## src/rtl/core/lhci_pkg.sv

```systemverilog
`timescale 1ns / 1ps
`default_nettype none

package lhci_pkg;

	// table geometry
	localparam int MAX_HASH_BITS = 15;
	localparam int WINDOW_BITS   = 15;
	localparam int BKT_W         = MAX_HASH_BITS;
	localparam int POS_W         = WINDOW_BITS;
	localparam int HB_W          = $clog2(MAX_HASH_BITS + 1);

	// stream payload widths
	localparam int OUT_W       = 15;
	localparam int IN_TDATA_W  = 8;
	localparam int OUT_TDATA_W = 48;

	localparam logic [31:0] HASH_MULT     = 32'h1E35A7BD;
	localparam logic [3:0]  HASH_BITS_RST = 4'd15;

	// register index, taken from paddr[2]
	localparam logic REG_HASH_BITS = 1'b0;

	// window leaving the front stage
	typedef struct packed {
		logic             valid;
		logic [31:0]      prod;
		logic [POS_W-1:0] pos;
	} lhci_win_t;

endpackage

`default_nettype wire

```

## src/rtl/core/lhci_front.sv

```systemverilog
`timescale 1ns / 1ps
`default_nettype none

module lhci_front import lhci_pkg::*; (
	input  wire logic       clk,
	input  wire logic       arst_n,
	input  wire logic       en,
	input  wire logic       in_acc,
	input  wire logic [7:0] in_byte,
	input  wire logic       in_last,
	output lhci_win_t       win_s1
);

	logic [23:0]      recent_q;
	logic [1:0]       seen_q;
	logic [POS_W-1:0] wpos_q;
	logic [31:0]      word;
	logic             full;

	logic             v_s1;
	logic [31:0]      prod_s1;
	logic [POS_W-1:0] pos_s1;

	assign word = {in_byte, recent_q};
	assign full = (seen_q == 2'd3);

	always_ff @(posedge clk or negedge arst_n) begin
		if (!arst_n) begin
			recent_q <= '0;
			seen_q   <= '0;
			wpos_q   <= '0;
		end else if (in_acc) begin
			if (in_last) begin
				recent_q <= '0;
				seen_q   <= '0;
				wpos_q   <= '0;
			end else if (full) begin
				recent_q <= word[31:8];
				wpos_q   <= wpos_q + 1'b1;
			end else begin
				recent_q <= {in_byte, recent_q[23:8]};
				seen_q   <= seen_q + 2'd1;
			end
		end
	end

	always_ff @(posedge clk or negedge arst_n) begin
		if (!arst_n) begin
			v_s1 <= 1'b0;
		end else if (en) begin
			v_s1 <= in_acc && full;
		end
	end

	// hash multiply, low 32 bits kept
	always_ff @(posedge clk) begin
		if (en) begin
			prod_s1 <= word * HASH_MULT;
			pos_s1  <= wpos_q;
		end
	end

	assign win_s1 = '{valid: v_s1, prod: prod_s1, pos: pos_s1};

endmodule

`default_nettype wire

```

## config.mk

```make
export PLATFORM = sky130hd
export DESIGN_NAME = lhci_front
export DESIGN_NICKNAME = d
export VERILOG_FILES = /design/src/rtl/core/lhci_pkg.sv /design/src/rtl/core/lhci_front.sv
export SDC_FILE = /design/constraint.sdc
export NUM_CORES = 1
export LEC_CHECK = 0
export BUFFER_PORTS_ARGS = -buffer_cell sky130_fd_sc_hd__buf_2
export CORE_UTILIZATION = 55
export CTS_CLUSTER_SIZE = 20
export DETAILED_ROUTE_END_ITERATION = 7
export PLACE_DENSITY = 0.73
export SLEW_MARGIN = 20
export SYNTH_ARGS = -nofsm -noshare
export SYNTH_HDL_FRONTEND = slang
export SYNTH_SLANG_ARGS = --single-unit
```

## constraint.sdc

```tcl
create_clock -name clk -period 15.06 [get_ports clk]
set_input_delay 2.259 -clock clk [delete_from_list [all_inputs] [get_ports clk]]
set_output_delay 2.259 -clock clk [all_outputs]
set_load 0.05 [all_outputs]
```

==> results.py <==
metrics = {
    "die": {
        "rows": 55,
        "die_w_um": 154.6,
        "core_area_mm2": 0.02271,
        "ioPinCount": 61,
        "dieArea_mm2": 0.02389,
        "start_util_pct": 56.38,
        "die_h_um": 154.6,
    },
    "sta": {
        "clock.fmax_mhz": 126.8,
        "period_share_pct": 52.38,
        "finalClockSkew_ns": 0.01189,
        "timing.hold.ws_ns": 0.4682,
        "worst_pin_slew_ns": 1.118,
        "setup_tns_ns": 0,
        "setup_violations": 0,
        "drv_slew": 0,
        "rsz0062_at_grt": "no",
        "hold_violations": 0,
        "fin_crit_ns": 7.888,
        "maxSlewHeadroom_pct": 25.48,
    },
    "clock_network": {
        "ctsResizeCount": 0,
        "clock_path_buffers": 2,
        "cts.clk_slew.worst_paths_ns": 0.08,
        "clock_sinks": 89,
        "clockRootBuffer": "clkbuf_16",
        "postCtsSetupRepairBufs": 0,
        "numCtsBuffers": 9,
        "cts_max_level": 3,
        "clock_latency_ns": 0.36,
        "cts_tree": "yes",
        "hold_buffers": 0,
    },
    "worst_setup_path": {
        "crit_slowest_cell": "dfrtp_1",
        "cp_num_buf_inv": 6,
        "crit_family": "adder cells",
        "crit_required_ns": 15.17,
        "path_cells": "fa_1 > fa_1 > inv_1 > fa_1 > inv_1 > fa_1 > inv_1 > fa_1 > inv_1 > fa_1 > fa_1 > inv_1 > fa_1 > inv_1 > ha_1 > and3_1 > nand4_1 > nor2_1 > a211o_1 > o41ai_1 > a21oi_1 > a21o_1 > a21oi_1 > xnor2_1",
        "worstPathMaxFanout": 11,
        "critPathMostFrequentCell": "fa_1",
        "crit_arrival_ns": 8.00,
        "criticalPathCategory": "reg2reg",
        "crit_path_end_kind": "register",
        "critPathMaxStageDelay_ns": 0.83,
        "crit_path_start_kind": "register",
    },
    "yosys": {
        "syn_area_mm2": 0.01280,
        "synth-compound-area-share_pct": 5.160,
        "ys_seq_elements": 89,
        "syn_avg_cell_area_um2": 10.75,
        "syn-num-nets": 1626,
        "synth_mux_area_share_pct": 0.08795,
        "ys_async_sr_fraction_pct": 47.19,
        "synthDistinctLibCells": 45,
        "synth_warnings": 0,
        "synth_ff_type": "edfxtp_1",
        "synth-xor-area-share_pct": 4.925,
        "synth_area_leaders": "fa_1, ha_1, inv_1",
        "syn-instance-count": 1191,
        "synth-seq-area-share_pct": 19.23,
        "synth_top_area_cell": "fa_1",
        "synth_simple_gate_area_share_pct": 4.231,
        "synth-adder-area-share_pct": 54.49,
        "synth_top_area_share_pct": 35.34,
        "synth_enable_flop_cells": 47,
        "synth_top_family_by_area": "adder cells",
    },
    "finish": {
        "multi_input_area_mm2": 0.008821,
        "final-seq-area_mm2": 0.002462,
        "utilization_pct": 60.37,
        "final.fill_count": 1884,
        "nets": 1685,
        "n_antenna_cell": 0,
        "areaGrowthSynthToFinish_pct": 7.075,
        "drive_above_1_share_pct": 6.534,
    },
    "grt": {
        "grt_overflow_total": 0,
        "grt_pass1_vias": 8928,
        "grt_max_degree": 62,
        "antenna_found_initial": 0,
        "grt.total_usage_pct": 26.65,
        "grt_pass1_wl_mm": 47.36,
    },
    "detailed_routing": {
        "totalWireLength_mm": 28.50,
        "drt-pass1-iter-count": 5,
        "num_vias": 8126,
        "wl_per_cell_um": 18.51,
        "antenna_left": 0,
        "drt_iter0_markers": 452,
        "drc_errors": 0,
        "via_per_inst": 5.277,
    },
    "place": {
        "place_hpwl_mm": 24.33,
        "place_congestion": 0.9229,
        "port_buffers": 60,
    },
    "status": {
        "status": "completed",
    },
    "hold_path": {
        "hold_class": "reg2reg",
    },
    "flow_run": {
        "timing.max_cap.violations": 0,
    },
}
layout by cell type (no fill, tap or decap), drive strengths merged, types with 9 or more instances in the layout:
cell    synthesis  final
dfrtp          42     42
buf             2     60
nand2          14     14
ha            196    196
nand3b         24     24
a21o           14     14
o21ai          34     34
xor2           20     20
nand3          12     12
xnor2          52     52
a21oi          31     31
inv           392    396
edfxtp         47     47
clkbuf         10      9
nor2           19     19
fa            226    226
cell usage after synthesis, types with 2 or more instances:
| master | n |
|---|---|
| xnor2_1 | 52 |
| ha_1 | 196 |
| o21a_1 | 3 |
| a211o_1 | 5 |
| o21bai_1 | 3 |
| and3_1 | 4 |
| clkbuf_1 | 10 |
| edfxtp_1 | 47 |
| nor2_1 | 19 |
| and4_1 | 2 |
| dfrtp_1 | 42 |
| nand4_1 | 4 |
| a21oi_1 | 30 |
| a21o_1 | 14 |
| xor2_1 | 20 |
| fa_1 | 226 |
| o211a_1 | 2 |
| inv_1 | 392 |
| nand2b_1 | 2 |
| nand3_1 | 12 |
| nor3_1 | 5 |
| o22ai_1 | 4 |
| nand3b_1 | 24 |
| nor2b_1 | 4 |
| or3_1 | 3 |
| o21ai_0 | 34 |
| nand2_1 | 14 |
logic make-up after synthesis:
logic type,after synthesis
muxes,1
xor gates and xnor gates,72
adders and majority gates,422
DFF,89
and+or+nand+nor,97
AOI/OAI and AO/OA,106
buffers and inverters,404
metrics by stage:
stage | setup slack (ns) | cells | cell area, µm²
global route | 6.891 | 1540 | 13710
global placement | 6.917 | 1524 | 13410
detailed placement | 6.862 | 1524 | 13410
CTS | 7.235 | 1540 | 13710
finish | 7.172 | 1540 | 13710
floorplan | 7.284 | 1191 | 12800
layout make-up:
type | instances | share of cell area [%]
sequential | 89 | 17.96
timing repair buffer | 60 | 2.209
clock inverter | 7 | 0.5111
multi-input combinational | 698 | 64.34
clock buffer | 9 | 1.643
inverter | 392 | 10.73
tap | 285 | 2.601
per-layer routing:
layer | GRT usage, % | part of all wire [%]
met4 | 8.157 | 2.7
met2 | 46.61 | 51
met5 | 0 | 0
met3 | 3.642 | 4.5
met1 | 34.51 | 42
flip-flops by register name (all words and copies together), names as in the netlist:
signal / cells
recent_q: 24
wpos_q: 15
seen_q: 2
v_s1: 1
prod_s1: 32
pos_s1: 15
worst register-to-register path: stages (launching register included):
cell	delay, ns
dfrtp_1	0.83
fa_1	0.59
fa_1	0.52
inv_1	0.06
fa_1	0.53
inv_1	0.05
fa_1	0.51
inv_1	0.06
fa_1	0.62
inv_1	0.08
fa_1	0.45
fa_1	0.49
inv_1	0.05
fa_1	0.48
inv_1	0.04
ha_1	0.33
and3_1	0.24
nand4_1	0.19
nor2_1	0.06
a211o_1	0.39
o41ai_1	0.44
a21oi_1	0.17
a21o_1	0.21
a21oi_1	0.16
xnor2_1	0.07
final timing paths:
check	slack (ns)	from	cells past startpoint	end
worst min-delay path	0.47	wpos_q[14]$_DFFE_PN0P_	0	pos_s1[14]$_DFFE_PP_
max in group asynchronous	12.74	arst_n	1	recent_q[4]$_DFFE_PN0P_
worst max-delay path	7.17	recent_q[13]$_DFFE_PN0P_	24	prod_s1[30]$_DFFE_PP_
min in group asynchronous	1.90	arst_n	1	wpos_q[7]$_DFFE_PN0P_
worst min register to register	0.47	wpos_q[14]$_DFFE_PN0P_	0	pos_s1[14]$_DFFE_PP_
worst max register to register	7.17	recent_q[13]$_DFFE_PN0P_	24	prod_s1[30]$_DFFE_PP_
Power is not shown: default switching activity piles up to over one toggle a cycle in this logic, so the estimate is an artifact.
